`src/rtl/core/pdtth_pkg.sv`:
```
// ----------------------------------------------------------------------------
// PD turn-to-heading package
// Shared constants, configuration register indexes, handshake structs between
// the top level and the sequencer, and the sequencer's microcode ROM.
// ----------------------------------------------------------------------------
package pdtth_pkg;

    localparam int TARGET_BITS = 18;
    localparam int GAIN_BITS   = 16;
    localparam int RUN_BITS    = 4;
    localparam int TICK_BITS   = 16;
    localparam int VOLT_BITS   = 5;
    localparam int VOLT_MAX    = 12;
    localparam int CFG_IDX_BITS = 3;

    // Configuration register indexes.
    localparam logic [CFG_IDX_BITS-1:0] CFG_KP            = 3'd0;
    localparam logic [CFG_IDX_BITS-1:0] CFG_KD_RATE       = 3'd1;
    localparam logic [CFG_IDX_BITS-1:0] CFG_FF_MAG        = 3'd2;
    localparam logic [CFG_IDX_BITS-1:0] CFG_ACCURACY      = 3'd3;
    localparam logic [CFG_IDX_BITS-1:0] CFG_SETTLE_BAND   = 3'd4;
    localparam logic [CFG_IDX_BITS-1:0] CFG_SETTLE_NEEDED = 3'd5;
    localparam logic [CFG_IDX_BITS-1:0] CFG_TIMEOUT_TICKS = 3'd6;
    localparam logic [CFG_IDX_BITS-1:0] CFG_VOLT_SCALE    = 3'd7;

    // Register values after reset.
    localparam logic [GAIN_BITS-1:0] KP_RESET            = 16'd448;
    localparam logic [GAIN_BITS-1:0] KD_RATE_RESET       = 16'd5120;
    localparam logic [GAIN_BITS-1:0] FF_MAG_RESET        = 16'd4301;
    localparam logic [GAIN_BITS-1:0] ACCURACY_RESET      = 16'd77;
    localparam logic [GAIN_BITS-1:0] SETTLE_BAND_RESET   = 16'd102;
    localparam logic [RUN_BITS-1:0]  SETTLE_NEEDED_RESET = 4'd8;
    localparam logic [TICK_BITS-1:0] TIMEOUT_TICKS_RESET = 16'd250;
    localparam logic [GAIN_BITS-1:0] VOLT_SCALE_RESET    = 16'd7864;

    // Control and status between the top level and the sequencer.
    typedef struct packed {
        logic go;
        logic ack;
    } t_seq_ctl;

    typedef struct packed {
        logic done;
    } t_seq_sts;

    // Microcode.
    typedef enum logic [3:0] {
        U_NOP,
        U_ERR,
        U_LD_KP,
        U_MAC,
        U_LD_KD,
        U_FF,
        U_LD_VS,
        U_VOLT,
        U_HOLD
    } t_uop;

    typedef enum logic [2:0] {
        C_NEXT,
        C_ALWAYS,
        C_NO_GO,
        C_CNT_NZ,
        C_NO_ACK
    } t_cond;

    typedef logic [3:0] t_pc;

    typedef struct packed {
        t_uop  uop;
        t_cond cond;
        t_pc   target;
    } t_uword;

    localparam t_pc PC_IDLE   = 4'd0;
    localparam t_pc PC_ERR    = 4'd1;
    localparam t_pc PC_LD_KP  = 4'd2;
    localparam t_pc PC_MAC_KP = 4'd3;
    localparam t_pc PC_LD_KD  = 4'd4;
    localparam t_pc PC_MAC_KD = 4'd5;
    localparam t_pc PC_FF     = 4'd6;
    localparam t_pc PC_LD_VS  = 4'd7;
    localparam t_pc PC_MAC_VS = 4'd8;
    localparam t_pc PC_VOLT   = 4'd9;
    localparam t_pc PC_HOLD   = 4'd10;
    localparam t_pc PC_RET    = 4'd11;

    // A taken condition jumps to the target; otherwise the program falls through.
    function automatic t_uword ucode(input t_pc pc);
        t_uword w;
        unique case (pc)
            PC_IDLE:   w = '{uop: U_NOP,   cond: C_NO_GO,  target: PC_IDLE};
            PC_ERR:    w = '{uop: U_ERR,   cond: C_NEXT,   target: PC_IDLE};
            PC_LD_KP:  w = '{uop: U_LD_KP, cond: C_NEXT,   target: PC_IDLE};
            PC_MAC_KP: w = '{uop: U_MAC,   cond: C_CNT_NZ, target: PC_MAC_KP};
            PC_LD_KD:  w = '{uop: U_LD_KD, cond: C_NEXT,   target: PC_IDLE};
            PC_MAC_KD: w = '{uop: U_MAC,   cond: C_CNT_NZ, target: PC_MAC_KD};
            PC_FF:     w = '{uop: U_FF,    cond: C_NEXT,   target: PC_IDLE};
            PC_LD_VS:  w = '{uop: U_LD_VS, cond: C_NEXT,   target: PC_IDLE};
            PC_MAC_VS: w = '{uop: U_MAC,   cond: C_CNT_NZ, target: PC_MAC_VS};
            PC_VOLT:   w = '{uop: U_VOLT,  cond: C_NEXT,   target: PC_IDLE};
            PC_HOLD:   w = '{uop: U_HOLD,  cond: C_NO_ACK, target: PC_HOLD};
            PC_RET:    w = '{uop: U_NOP,   cond: C_ALWAYS, target: PC_IDLE};
            default:   w = '{uop: U_NOP,   cond: C_ALWAYS, target: PC_IDLE};
        endcase
        return w;
    endfunction

endpackage

```
`src/rtl/core/pdtth_in_if.sv`:
```
// ----------------------------------------------------------------------------
// PD turn-to-heading command channel
// Valid/ready channel carrying start items and heading samples.
// ----------------------------------------------------------------------------
interface pdtth_in_if #(
    parameter int ANGLE_BITS = 24
) ();
    import pdtth_pkg::*;

    logic                          valid;
    logic                          ready;
    logic                          kind;
    logic signed [TARGET_BITS-1:0] target;
    logic signed [ANGLE_BITS-1:0]  heading;

    modport source (output valid, kind, target, heading, input ready);
    modport sink   (input valid, kind, target, heading, output ready);
endinterface

```
`src/rtl/core/pdtth_out_if.sv`:
```
// ----------------------------------------------------------------------------
// PD turn-to-heading result channel
// Valid/ready channel carrying one drive command per command transaction.
// ----------------------------------------------------------------------------
interface pdtth_out_if ();
    import pdtth_pkg::*;

    logic                        valid;
    logic                        ready;
    logic signed [VOLT_BITS-1:0] left_volts;
    logic signed [VOLT_BITS-1:0] right_volts;
    logic                        brake;
    logic [1:0]                  status;

    modport source (output valid, left_volts, right_volts, brake, status, input ready);
    modport sink   (input valid, left_volts, right_volts, brake, status, output ready);
endinterface

```
`src/rtl/core/pdtth_seq.sv`:
```
// ----------------------------------------------------------------------------
// PD turn-to-heading microcoded sequencer
// Computes the error and the saturated left drive volts for one heading sample
// with a shared shift-add accumulator driven by a microcode ROM.
// ----------------------------------------------------------------------------
module pdtth_seq #(
    parameter int  ANGLE_BITS = 24,
    localparam int EW = ((ANGLE_BITS > pdtth_pkg::TARGET_BITS) ?
                         ANGLE_BITS : pdtth_pkg::TARGET_BITS) + 1
) (
    input  logic                                     i_clk,
    input  logic                                     i_rst_n,
    input  pdtth_pkg::t_seq_ctl                      i_ctl,
    input  logic signed [pdtth_pkg::TARGET_BITS-1:0] i_target,
    input  logic signed [ANGLE_BITS-1:0]             i_heading,
    input  logic signed [EW-1:0]                     i_prior,
    input  logic [pdtth_pkg::GAIN_BITS-1:0]          i_kp,
    input  logic [pdtth_pkg::GAIN_BITS-1:0]          i_kd,
    input  logic [pdtth_pkg::GAIN_BITS-1:0]          i_ff,
    input  logic [pdtth_pkg::GAIN_BITS-1:0]          i_vs,
    output pdtth_pkg::t_seq_sts                      o_sts,
    output logic signed [EW-1:0]                     o_err,
    output logic signed [pdtth_pkg::VOLT_BITS-1:0]   o_volts
);
    import pdtth_pkg::*;

    // Accumulator holds the Q16 speed and later the volts product.
    localparam int AW = EW + 20;
    localparam int QW = AW - 16;

    t_pc    r_pc;
    t_pc    n_pc;
    t_uword w;
    logic   take;

    logic signed [AW-1:0]        r_acc;
    logic signed [AW-1:0]        r_mc;
    logic [GAIN_BITS-1:0]        r_mq;
    logic [3:0]                  r_cnt;
    logic signed [EW-1:0]        r_err;
    logic                        r_neg;
    logic signed [VOLT_BITS-1:0] r_volts;

    logic signed [EW-1:0] err_c;
    logic signed [EW:0]   diff_c;
    logic signed [AW-1:0] ff_ext;
    logic [AW-1:0]        acc_abs;
    logic [QW-1:0]        q;
    logic [3:0]           vmag;

    assign w = ucode(r_pc);

    always_comb begin
        unique case (w.cond)
            C_NEXT:   take = 1'b0;
            C_ALWAYS: take = 1'b1;
            C_NO_GO:  take = !i_ctl.go;
            C_CNT_NZ: take = (r_cnt != 4'd0);
            C_NO_ACK: take = !i_ctl.ack;
            default:  take = 1'b1;
        endcase
        n_pc = take ? w.target : t_pc'(r_pc + 4'd1);
    end

    assign err_c   = EW'(i_target) - EW'(i_heading);
    assign diff_c  = (EW+1)'(r_err) - (EW+1)'(i_prior);
    assign ff_ext  = AW'({i_ff, 8'h00});
    assign acc_abs = r_acc[AW-1] ? AW'(-r_acc) : AW'(r_acc);
    assign q       = r_acc[AW-1:16];
    assign vmag    = (q > QW'(VOLT_MAX)) ? 4'(VOLT_MAX) : q[3:0];

    always_ff @(posedge i_clk) begin
        if (!i_rst_n) begin
            r_pc <= PC_IDLE;
        end else begin
            r_pc <= n_pc;
        end
    end

    always_ff @(posedge i_clk) begin
        unique case (w.uop)
            U_ERR: begin
                r_err <= err_c;
                r_acc <= '0;
            end
            U_LD_KP: begin
                r_mc  <= AW'(r_err);
                r_mq  <= i_kp;
                r_cnt <= 4'd15;
            end
            U_LD_KD: begin
                r_mc  <= AW'(diff_c);
                r_mq  <= i_kd;
                r_cnt <= 4'd15;
            end
            U_MAC: begin
                if (r_mq[0]) begin
                    r_acc <= r_acc + r_mc;
                end
                r_mc  <= r_mc <<< 1;
                r_mq  <= r_mq >> 1;
                r_cnt <= r_cnt - 4'd1;
            end
            U_FF: begin
                // The constant push follows the sign of the error, and none at zero.
                if (r_err > 0) begin
                    r_acc <= r_acc + ff_ext;
                end else if (r_err < 0) begin
                    r_acc <= r_acc - ff_ext;
                end
            end
            U_LD_VS: begin
                r_neg <= r_acc[AW-1];
                r_mc  <= AW'(acc_abs >> 16);
                r_mq  <= i_vs;
                r_acc <= '0;
                r_cnt <= 4'd15;
            end
            U_VOLT: begin
                r_volts <= r_neg ? -$signed({1'b0, vmag}) : $signed({1'b0, vmag});
            end
            U_NOP, U_HOLD: begin
            end
            default: begin
            end
        endcase
    end

    assign o_sts.done = (w.uop == U_HOLD);
    assign o_err      = r_err;
    assign o_volts    = r_volts;

endmodule

```
`src/rtl/core/pd_turn_to_heading_top.sv`:
```
// ----------------------------------------------------------------------------
// PD turn-to-heading controller, top level
// Turns a robot in place toward a target angle and reports drive commands.
// ----------------------------------------------------------------------------
// Usage. Commands arrive on i_cmd as valid/ready transactions. A start command
// (kind 0) loads the target and begins a turn; a heading sample (kind 1)
// produces a drive command while turning. Every command transaction yields
// exactly one result transaction on o_res: left and right volts, a brake flag
// and a status code. The user writes configuration registers through i_cfg_we,
// i_cfg_idx and i_cfg_data only while idle; the block does not enforce this.
// Sequencing. One command is in work at a time: the next command is accepted
// only after the result of the current one is written to the output register.
// Start commands and samples outside a turn are written there as soon as the
// output register is free. A sample during a turn first goes through the
// sequencer, which runs three 16-step shift-add multiplies (proportional,
// derivative, volt scaling) on one shared accumulator, plus setup steps, and
// holds its result until the output register is free to take it.
// Reset. Synchronous, active low: registers take their default values, the
// phase returns to idle and no result is pending.
// Stalls. The output register holds a finished result until o_res.ready. The
// next command is accepted meanwhile; its result waits until the slot frees.
// ----------------------------------------------------------------------------
module pd_turn_to_heading_top #(
    parameter int ANGLE_BITS = 24
) (
    input  logic                                    i_clk,
    input  logic                                    i_rst_n,
    pdtth_in_if.sink                                i_cmd,
    pdtth_out_if.source                             o_res,
    input  logic                                    i_cfg_we,
    input  logic [pdtth_pkg::CFG_IDX_BITS-1:0]      i_cfg_idx,
    input  logic [pdtth_pkg::GAIN_BITS-1:0]         i_cfg_data
);
    import pdtth_pkg::*;

    localparam int EW = ((ANGLE_BITS > TARGET_BITS) ? ANGLE_BITS : TARGET_BITS) + 1;

    typedef enum logic [1:0] {
        PH_IDLE    = 2'd0,
        PH_TURN    = 2'd1,
        PH_DONE    = 2'd2,
        PH_TIMEOUT = 2'd3
    } t_phase;

    // Configuration registers.
    logic [GAIN_BITS-1:0] r_kp;
    logic [GAIN_BITS-1:0] r_kd;
    logic [GAIN_BITS-1:0] r_ff;
    logic [GAIN_BITS-1:0] r_accuracy;
    logic [GAIN_BITS-1:0] r_band;
    logic [RUN_BITS-1:0]  r_needed;
    logic [TICK_BITS-1:0] r_timeout;
    logic [GAIN_BITS-1:0] r_vs;

    // Turn state.
    t_phase                        r_phase;
    logic signed [TARGET_BITS-1:0] r_target;
    logic signed [EW-1:0]          r_prior;
    logic [RUN_BITS-1:0]           r_run;
    logic [TICK_BITS-1:0]          r_tick;

    // Command in work.
    logic                          r_busy;
    logic                          r_comp;
    logic                          r_kind;
    logic                          r_go;
    logic signed [TARGET_BITS-1:0] r_tin;
    logic signed [ANGLE_BITS-1:0]  r_head;

    // Output register.
    logic                        r_ovalid;
    logic signed [VOLT_BITS-1:0] r_left;
    logic signed [VOLT_BITS-1:0] r_right;
    logic                        r_brake;
    logic [1:0]                  r_status;

    t_seq_ctl                    seq_ctl;
    t_seq_sts                    seq_sts;
    logic signed [EW-1:0]        seq_err;
    logic signed [VOLT_BITS-1:0] seq_volts;

    logic                        in_fire;
    logic                        slot_free;
    logic                        write_now;
    logic [EW-1:0]               aerr;
    logic [RUN_BITS-1:0]         n_run;
    logic [TICK_BITS-1:0]        n_tick;
    logic                        hit_timeout;
    logic                        hit_settled;
    logic signed [VOLT_BITS-1:0] n_left;
    logic                        n_brake;
    t_phase                      n_phase;

    assign i_cmd.ready = !r_busy;
    assign in_fire     = i_cmd.valid && !r_busy;
    assign slot_free   = !r_ovalid || o_res.ready;
    assign write_now   = r_busy && slot_free && (!r_comp || seq_sts.done);

    assign seq_ctl.go  = r_go;
    assign seq_ctl.ack = write_now && r_comp;

    pdtth_seq #(
        .ANGLE_BITS (ANGLE_BITS)
    ) u_seq (
        .i_clk     (i_clk),
        .i_rst_n   (i_rst_n),
        .i_ctl     (seq_ctl),
        .i_target  (r_target),
        .i_heading (r_head),
        .i_prior   (r_prior),
        .i_kp      (r_kp),
        .i_kd      (r_kd),
        .i_ff      (r_ff),
        .i_vs      (r_vs),
        .o_sts     (seq_sts),
        .o_err     (seq_err),
        .o_volts   (seq_volts)
    );

    // Settle run, tick count and the end-of-turn decision for a computed sample.
    // A timeout wins over settling and still reports the computed volts.
    always_comb begin
        aerr = seq_err[EW-1] ? EW'(-seq_err) : EW'(seq_err);
        if (aerr <= EW'(r_band)) begin
            n_run = (r_run == '1) ? r_run : RUN_BITS'(r_run + 1'b1);
        end else begin
            n_run = '0;
        end
        n_tick      = (r_tick == '1) ? r_tick : TICK_BITS'(r_tick + 1'b1);
        hit_timeout = (n_tick >= r_timeout);
        hit_settled = (aerr < EW'(r_accuracy)) && (n_run >= r_needed);
        priority if (hit_timeout) begin
            n_left  = seq_volts;
            n_brake = 1'b0;
            n_phase = PH_TIMEOUT;
        end else if (hit_settled) begin
            n_left  = '0;
            n_brake = 1'b1;
            n_phase = PH_DONE;
        end else begin
            n_left  = seq_volts;
            n_brake = 1'b0;
            n_phase = PH_TURN;
        end
    end

    always_ff @(posedge i_clk) begin
        if (!i_rst_n) begin
            r_kp      <= KP_RESET;
            r_kd      <= KD_RATE_RESET;
            r_ff      <= FF_MAG_RESET;
            r_accuracy <= ACCURACY_RESET;
            r_band    <= SETTLE_BAND_RESET;
            r_needed  <= SETTLE_NEEDED_RESET;
            r_timeout <= TIMEOUT_TICKS_RESET;
            r_vs      <= VOLT_SCALE_RESET;
        end else if (i_cfg_we) begin
            unique case (i_cfg_idx)
                CFG_KP:            r_kp       <= i_cfg_data;
                CFG_KD_RATE:       r_kd       <= i_cfg_data;
                CFG_FF_MAG:        r_ff       <= i_cfg_data;
                CFG_ACCURACY:      r_accuracy <= i_cfg_data;
                CFG_SETTLE_BAND:   r_band     <= i_cfg_data;
                CFG_SETTLE_NEEDED: r_needed   <= i_cfg_data[RUN_BITS-1:0];
                CFG_TIMEOUT_TICKS: r_timeout  <= i_cfg_data[TICK_BITS-1:0];
                CFG_VOLT_SCALE:    r_vs       <= i_cfg_data;
                default: begin
                end
            endcase
        end
    end

    // Command capture; the go pulse toward the sequencer is set in the control block below.
    always_ff @(posedge i_clk) begin
        if (in_fire) begin
            r_kind <= i_cmd.kind;
            r_tin  <= i_cmd.target;
            r_head <= i_cmd.heading;
        end
    end

    // Control state, turn state and the registered result.
    always_ff @(posedge i_clk) begin
        if (!i_rst_n) begin
            r_busy   <= 1'b0;
            r_comp   <= 1'b0;
            r_go     <= 1'b0;
            r_ovalid <= 1'b0;
            r_phase  <= PH_IDLE;
            r_target <= '0;
            r_prior  <= '0;
            r_run    <= '0;
            r_tick   <= '0;
        end else begin
            r_go <= in_fire && i_cmd.kind && (r_phase == PH_TURN);
            if (in_fire) begin
                r_busy <= 1'b1;
                r_comp <= i_cmd.kind && (r_phase == PH_TURN);
            end else if (write_now) begin
                r_busy <= 1'b0;
            end

            if (write_now) begin
                r_ovalid <= 1'b1;
            end else if (o_res.ready) begin
                r_ovalid <= 1'b0;
            end

            if (write_now) begin
                if (!r_kind) begin
                    // Start a turn.
                    r_target <= r_tin;
                    r_prior  <= '0;
                    r_run    <= '0;
                    r_tick   <= '0;
                    r_phase  <= PH_TURN;
                    r_left   <= '0;
                    r_right  <= '0;
                    r_brake  <= 1'b0;
                    r_status <= PH_TURN;
                end else if (!r_comp) begin
                    // Sample outside a turn reports the phase and leaves state alone.
                    r_left   <= '0;
                    r_right  <= '0;
                    r_brake  <= 1'b0;
                    r_status <= r_phase;
                end else begin
                    r_prior  <= seq_err;
                    r_run    <= n_run;
                    r_tick   <= n_tick;
                    r_phase  <= n_phase;
                    r_left   <= n_left;
                    r_right  <= -n_left;
                    r_brake  <= n_brake;
                    r_status <= n_phase;
                end
            end
        end
    end

    assign o_res.valid       = r_ovalid;
    assign o_res.left_volts  = r_left;
    assign o_res.right_volts = r_right;
    assign o_res.brake       = r_brake;
    assign o_res.status      = r_status;

endmodule
```
`src/flat_wrapper.sv`:
```
// flat-port wrapper written by rule: the top's interface ports become plain ports
module pd_turn_to_heading_top_flat import pdtth_pkg::*;
#(
    parameter int ANGLE_BITS = 24
)
  (i_clk, i_rst_n, i_cfg_we, i_cfg_idx, i_cfg_data, i_cmd_valid, i_cmd_kind, i_cmd_target, i_cmd_heading, i_cmd_ready, o_res_valid, o_res_left_volts, o_res_right_volts, o_res_brake, o_res_status, o_res_ready);
  pdtth_in_if #(.ANGLE_BITS(ANGLE_BITS)) i_cmd_i ();
  pdtth_out_if o_res_i ();
  input  logic i_clk;
  input  logic i_rst_n;
  input  logic i_cfg_we;
  input  logic [pdtth_pkg::CFG_IDX_BITS-1:0] i_cfg_idx;
  input  logic [pdtth_pkg::GAIN_BITS-1:0] i_cfg_data;
  input wire logic [$bits(i_cmd_i.valid)-1:0] i_cmd_valid;
  input wire logic [$bits(i_cmd_i.kind)-1:0] i_cmd_kind;
  input wire logic [$bits(i_cmd_i.target)-1:0] i_cmd_target;
  input wire logic [$bits(i_cmd_i.heading)-1:0] i_cmd_heading;
  output wire logic [$bits(i_cmd_i.ready)-1:0] i_cmd_ready;
  output wire logic [$bits(o_res_i.valid)-1:0] o_res_valid;
  output wire logic [$bits(o_res_i.left_volts)-1:0] o_res_left_volts;
  output wire logic [$bits(o_res_i.right_volts)-1:0] o_res_right_volts;
  output wire logic [$bits(o_res_i.brake)-1:0] o_res_brake;
  output wire logic [$bits(o_res_i.status)-1:0] o_res_status;
  input wire logic [$bits(o_res_i.ready)-1:0] o_res_ready;
  assign i_cmd_i.valid = i_cmd_valid;
  assign i_cmd_i.kind = i_cmd_kind;
  assign i_cmd_i.target = i_cmd_target;
  assign i_cmd_i.heading = i_cmd_heading;
  assign i_cmd_ready = i_cmd_i.ready;
  assign o_res_valid = o_res_i.valid;
  assign o_res_left_volts = o_res_i.left_volts;
  assign o_res_right_volts = o_res_i.right_volts;
  assign o_res_brake = o_res_i.brake;
  assign o_res_status = o_res_i.status;
  assign o_res_i.ready = o_res_ready;
  pd_turn_to_heading_top #(.ANGLE_BITS(ANGLE_BITS)) u_core (.i_clk(i_clk), .i_rst_n(i_rst_n), .i_cmd(i_cmd_i), .o_res(o_res_i), .i_cfg_we(i_cfg_we), .i_cfg_idx(i_cfg_idx), .i_cfg_data(i_cfg_data));
endmodule
```
`config.mk`:
```
export PLATFORM = sky130hd
export DESIGN_NAME = pd_turn_to_heading_top_flat
export DESIGN_NICKNAME = d
export VERILOG_FILES = /design/src/rtl/core/pdtth_pkg.sv /design/src/rtl/core/pdtth_in_if.sv /design/src/rtl/core/pdtth_out_if.sv /design/src/rtl/core/pdtth_seq.sv /design/src/rtl/core/pd_turn_to_heading_top.sv /design/src/flat_wrapper.sv
export SDC_FILE = /design/constraint.sdc
export NUM_CORES = 1
export LEC_CHECK = 0
export ABC_AREA = 1
export ABC_CLOCK_PERIOD_IN_PS = 4700
export BUFFER_PORTS_ARGS = -buffer_cell sky130_fd_sc_hd__buf_2
export CORE_MARGIN = 2
export CORE_UTILIZATION = 40
export CTS_CLUSTER_DIAMETER = 40
export DETAILED_ROUTE_END_ITERATION = 7
export PLACE_DENSITY_LB_ADDON = 0.08
export SLEW_MARGIN = 15
export SYNTH_ARGS = -nofsm -noshare
export SYNTH_HDL_FRONTEND = slang
export SYNTH_HIERARCHICAL = 1
export SYNTH_SLANG_ARGS = --single-unit
```
`constraint.sdc`:
```
create_clock -name i_clk -period 4.7 [get_ports i_clk]
set_input_delay 1.41 -clock i_clk [delete_from_list [all_inputs] [get_ports i_clk]]
set_output_delay 1.41 -clock i_clk [all_outputs]
set_load 0.02 [all_outputs]
```
Word level (Yosys, flattened, before mapping)
Memories as Yosys holds them, arrays and structs flattened. A register that Yosys moved wholly into a read port is not among the register bits.
Index checks and enable logic that the tools add are counted.
Word-level totals
  register bits: 386
  bits in latches: 0
  RAM bits: 0
  bits in read-only memories: 176
  word-level logic and storage cells: 153
  memories kept: 1
Memories
  (no name shown): depth 16, width 11, rd ports 1, clocked after memory_dff 1, wr ports 0, RTL line pdtth_pkg.sv:91  | unique case (pc)
Operators by class
  add/subtract/negate cells: 13
  multipliers: 0
  div/mod/pow operators: 0
  $lt $le $gt $ge: 7
  equal/unequal tests: 24
  shifts and indexed selects: 0
  mux-type cells: 34
  bitwise logic cells: 2
  reductions and logical operators: 39
Operators by type and width (count)
  45-bit 2-to-1 mux: 4
  45-bit one-hot mux with 4 select lines: 1
  45-bit one-hot mux with 3 select lines: 1
  25-bit 2-to-1 mux: 3
  16-bit one-hot mux with 4 select lines: 1
  16-bit 2-to-1 mux: 3
  45-bit by 25-bit adder with 45-bit output: 1
  45-bit adder: 1
  45-bit negator: 1
  45-bit by 25-bit subtractor with 45-bit output: 1
  4-bit 2-to-1 mux: 8
  29-bit by 4-bit greater-than comparator with 1-bit output (second input constant): 1
  25-bit by 25-bit subtractor with 26-bit output: 1
  25-bit by 1-bit greater-than comparator with 1-bit output (second input constant): 1
  25-bit by 16-bit less-or-equal comparator with 1-bit output: 1
  25-bit by 1-bit < comparator with 1-bit output (second input constant): 1
  25-bit by 16-bit < comparator with 1-bit output: 1
  25-bit negator: 1
  18-bit by 24-bit subtractor with 25-bit output: 1
  2-bit AND reduction: 12
  16-bit by 1-bit adder with 16-bit output (second input constant): 1
  16-bit equality test (second input constant): 1
  4-bit by 3-bit equality test with 1-bit output (second input constant): 4
  16-bit >= comparator: 1
  31 further kinds: 67

Logic depth before layout (Yosys ltp)
  word-level depth: 10
  gate-level depth with buffers: 30

Hierarchy
Netlist, hierarchy kept.
Modules (own cells, without submodules)
  pdtth_seq: times used 1, cells an instance 2952, area each 17829.6 um^2
  pd_turn_to_heading_top: times used 1, cells an instance 1337, area each 10774.1 um^2

Worst setup path after synthesis
Ideal clock, no wire load.
  kind: register to register
  start: reg u_core.u_seq.r_err[1], in the netlist u_core/u_seq/o_err[1]
  end: reg u_core.r_right[4], in the netlist u_core/o_res.right_volts[4] (data pin)
  setup time: 0.252 ns
  data arrival time: 3.754 ns
  slack: 0.694 ns
  stages on the path, launching flop included: 31
  clock period less this slack: 4.006 ns
  cell sequence: edfxtp_1 -> inv_1 -> ha_1 -> nand3_4 -> nor2_8 -> nand2_2 -> nand2_1 -> o21ai_0 -> xor2_1 -> ha_1 -> nand2_1 -> o21ai_0 -> a21oi_1 -> o21ai_0 -> nand2_1 -> and3_1 -> ha_1 -> inv_1 -> nor2_1 -> o211ai_1 -> nand3_1 -> nand2_1 -> inv_1 -> o211ai_1 -> nor2_1 -> nand3_2 -> buf_6 -> o21ai_2 -> nand2_1 -> nand2_1 -> nand2_1
On the way
  longest elaborated chain between the ends: 9
  elaborated cells between the ends (all ways): 10
  those cells by class: add/sub (2); order compare (3); mux (4); reduce/logical (1)
Ends and longest elaborated chain
  from (decl): RTL line pdtth_seq.sv:40  | logic signed [EW-1:0] r_err;
  from (signal assigned): RTL line pdtth_seq.sv:83  | r_err <= err_c;
  25-bit negator: RTL line pd_turn_to_heading_top.sv:123  | aerr = seq_err[EW-1] ? EW'(-seq_err) : EW'(seq_err);
  25-bit 2-to-1 mux (*): RTL line pd_turn_to_heading_top.sv:123
  25-bit by 16-bit less-or-equal comparator with 1-bit output: RTL line pd_turn_to_heading_top.sv:124  | if (aerr <= EW'(r_band)) begin
  4-bit 2-to-1 mux: RTL line pd_turn_to_heading_top.sv:124
  4-bit >= comparator: RTL line pd_turn_to_heading_top.sv:131  | hit_settled = (aerr < EW'(r_accuracy)) && (n_run >= r_needed);
  1-bit logical AND (*): RTL line pd_turn_to_heading_top.sv:131
  5-bit 2-to-1 mux (*): RTL line pd_turn_to_heading_top.sv:136  | end else if (hit_settled) begin
  5-bit 2-to-1 mux (*): RTL line pd_turn_to_heading_top.sv:132  | priority if (hit_timeout) begin
  5-bit negator (*): RTL line pd_turn_to_heading_top.sv:233  | r_right <= -n_left;
  to (signal assigned): RTL line pd_turn_to_heading_top.sv:233
  to (decl): RTL line pd_turn_to_heading_top.sv:73  | logic signed [VOLT_BITS-1:0] r_right;
Mark *: on every way between the ends. The rest lies on a longest branch, timed or not.
A chain may end at the register's enable or synchronous reset.

Worst setup path after layout
  start: reg u_core.u_seq.r_err[1], in the netlist u_core/u_seq/o_err[1]
  end: reg u_core.r_right[2], in the netlist u_core/o_res.right_volts[2] (data pin)
Same word-level chain as after synthesis.

==> run metrics <==
CTS H-tree depth 3; switching power total 11.4 mW; Seq/Total Area, Yosys 34.5%; number of vias per cell 5.04; Startpoint Class flip-flop; status finished clean; overall power 23.4 mW; Final nets 4671; TritonCTS clock tree built; layout cell share with drive strength beyond 1 8.05%; dpl cells 5279; Synth Net Count 4552; max frequency 233 MHz; synth unique cells 58; R2R Path End u_core/o_res.right_volts[2]$_SDFFCE_PN0P_; largest net degree at the start of global routing 82; Slowest-stage cell, CP edfxtp_1; cell-internal power 12.1 mW; clock sink total 395; die area 0.0737 mm^2; Sw Ratio 48.5%; Final Non-Filler Cells 5420; synth top area cells edfxtp_1 (21%), nand2_1 (18%), dfxtp_1 (14%); commonest non-fill, non-tap cells in the layout nand2_1 (1347), inv_1 (581), nor2_1 (502), nand3_1 (276), a21oi_1 (250); leading area contributor after synthesis edfxtp_1; Tcrit/Tclk final 91.3%; Yosys top cell area share 20.6%; # DRC 0; Avg Inst Size Synth 6.67 um^2; Final Setup Violations 0; Core Rows 98; clk slew on worst S/H paths 0.05 ns; worst-case clock buffer depth 3; hpwl dp 74300 um; IO Pins 82; hold crit path type flip-flop to flip-flop; Netlist Area Pre-Place 0.0286 mm^2; Max IR drop VDD 332 uV; DRT Pass-1 Iters 6; Buf+Inv Stages, Crit Path 5; CP Class flip-flop to flip-flop; CTS buffer count 74; antenna violations before repair 0; unrepaired setup endpoints after global routing false; CP most frequent cell nor2_1; Placed Area 0.0302 mm^2; Slew headroom 32.6%; reg2reg path depth 30; Clock power frac 23.3%; Final Hold Vio Count 0; Leak Pwr 15.5 nW; starting density of the core 40.2%; vias post-DR 27303; Hold Crit Depth 2; Seq pwr share 25.4%; ANT nets after route 0; GRT Residual Overflow 0; drt first-iter violations 1826; footprint of the multi-input gates 0.0161 mm^2; Post-Syn Instances 4289; final wirelength 96000 um; RR Startpoint u_core/u_seq/o_err[1]$_DFFE_PP_; Finished Core Util 46.2%; Root Buffer clkbuf_16; reg-to-reg slack, setup 0.41 ns; CP Data Arrival Time 4.68 ns; antenna diode count 0; Core Box Area 0.0711 mm^2; required time worst endpoint 5.08 ns; fin area 0.0329 mm^2; critical path endpoint category flip-flop; GRT Total Usage 26.0%; crit path max fanout 7; Die Wd 271 um; chip height 271 um; Port Buffer Count 81; max incr delay on CP 0.39 ns; Tmin final 4.29 ns; vias in the first global route 26302; MaxCap Viol Count 0; DR WL/cell 17.7 um; skew final 0.0683 ns; family with the most delay on the worst path simple AND/OR/NAND/NOR gates; combinational power share 51.3%; area grow syn2layout 14.9%; Worst-Margin Slew 1.01 ns; Final Slew Violations 0; GP Congestion 0.972; hold endpoint u_core/r_vs[3]$_SDFFE_PN1P_; most common cell after layout, fill and taps aside nand2_1; yosys warns 6; FF+latch area 0.00987 mm^2; Skew-Pair Late Insertion Delay 0.64 ns; setup tns final 0 ns; flops & latches, synth 395; first-pass GRT wire length 149000 um; filler cell count 7499; Cell Pwr Density 713 mW/mm^2; Hold Startpoint u_core/r_vs[3]$_SDFFE_PN1P_
worst max path at each step:
stage          cells past startpoint                                        end                             from  slack (ns)
2_1_floorplan                     30  u_core/o_res.right_volts[4]$_SDFFCE_PN0P_  u_core/u_seq/o_err[1]$_DFFE_PP_        0.69
4_1_cts                           31  u_core/o_res.right_volts[4]$_SDFFCE_PN0P_  u_core/u_seq/o_err[1]$_DFFE_PP_        0.13
5_1_grt                           31  u_core/o_res.right_volts[4]$_SDFFCE_PN0P_  u_core/u_seq/o_err[1]$_DFFE_PP_        0.02
3_5_place_dp                      31  u_core/o_res.right_volts[4]$_SDFFCE_PN0P_  u_core/u_seq/o_err[1]$_DFFE_PP_        0.16
6_report                          30  u_core/o_res.right_volts[2]$_SDFFCE_PN0P_  u_core/u_seq/o_err[1]$_DFFE_PP_        0.41
3_3_place_gp                      31  u_core/o_res.right_volts[4]$_SDFFCE_PN0P_  u_core/u_seq/o_err[1]$_DFFE_PP_        0.19
cells by family after synthesis:
kind of cell    synth area share [%]
xor+xnor                        2.30
compound gates                  10.4
simple gates                    34.7
buf+inv                         9.36
flops                           34.5
fa+ha+maj                       8.68
layout make-up:
class	instances	share of cell area, %
Sequential cell	395	30.0
Inverter	611	6.98
Tap cell	950	3.62
Clock inverter	52	1.96
Clock buffer	86	5.92
Multi-Input combinational cell	3194	49.0
Timing Repair Buffer	132	2.46
timing repair:
action / 4_1_cts / 5_1_grt
resized for setup: 0 / 12
hold buffers: 0 / 0
setup endpoints to repair: 0 / 11
buffers inserted: 0 / 3
sequential cells by signal, summed over array words and instances (netlist names), 16 cells and up:
name                count
u_core/u_seq/r_mc      45
u_core/r_timeout       16
u_core/r_ff            16
u_core/r_head          24
u_core/u_seq/r_acc     45
u_core/r_vs            16
u_core/u_seq/o_err     25
u_core/r_band          16
u_core/u_seq/r_mq      16
u_core/r_kd            16
u_core/r_tick          16
u_core/r_accuracy      16
u_core/r_tin           18
u_core/r_kp            16
u_core/r_target        18
u_core/r_prior         25
cells in the mapped netlist (all sizes together):
cell / instances
a21o: 5
a211oi: 3
nand3: 282
a211o: 1
o21ai: 215
nor2: 526
nor3b: 1
o41ai: 1
nor4b: 1
edfxtp: 196
nor3: 49
o21a: 2
clkinv: 3
o22ai: 2
and2: 6
dfxtp: 199
ha: 192
and3: 4
a21oi: 252
nand4: 78
or2: 31
o311ai: 1
nand3b: 33
a31oi: 8
o211ai: 19
nand2: 1360
inv: 608
a21boi: 6
fa: 4
nor4: 3
o2111ai: 1
buf: 27
xnor2: 28
o21bai: 30
xor2: 47
clkbuf: 62
o31ai: 3
power by group through the flow:
stage	Combinational (mW)	Sequential, mW	Clock, mW
floorplan	8.33	5.43	0
global placement	11.9	5.97	0
detailed placement	11.9	5.97	0
CTS	12.0	5.92	5.58
global route	13.6	5.98	5.73
finish	12.0	5.95	5.46
worst min-delay path, cell delays in order, from the launching register on:
cell     delay [ns]
dfxtp_1        0.32
nand2_1        0.05
nand3_1        0.05
per-layer routing:
metal  share of wire [%]  GRT usage (%)  vias to the layer above  routed length (um)
li1                    -              -                    14105                   -
met1                  44           32.3                    12372               42000
met2                  47           44.6                      631               45500
met3                 4.4           3.68                      195                4200
met4                 4.5           11.6                        0                4370
met5                   0              0                        -                   0
metrics by stage:
step                      hold WS [ns]  setup WS [ns]
after floorplan                  0.424          0.694
after global placement           0.440          0.188
after detailed placement         0.443          0.160
after CTS                        0.457          0.127
after global routing             0.473         0.0217
final                            0.456          0.407
Note: power is estimated with default switching activity, not from simulation.
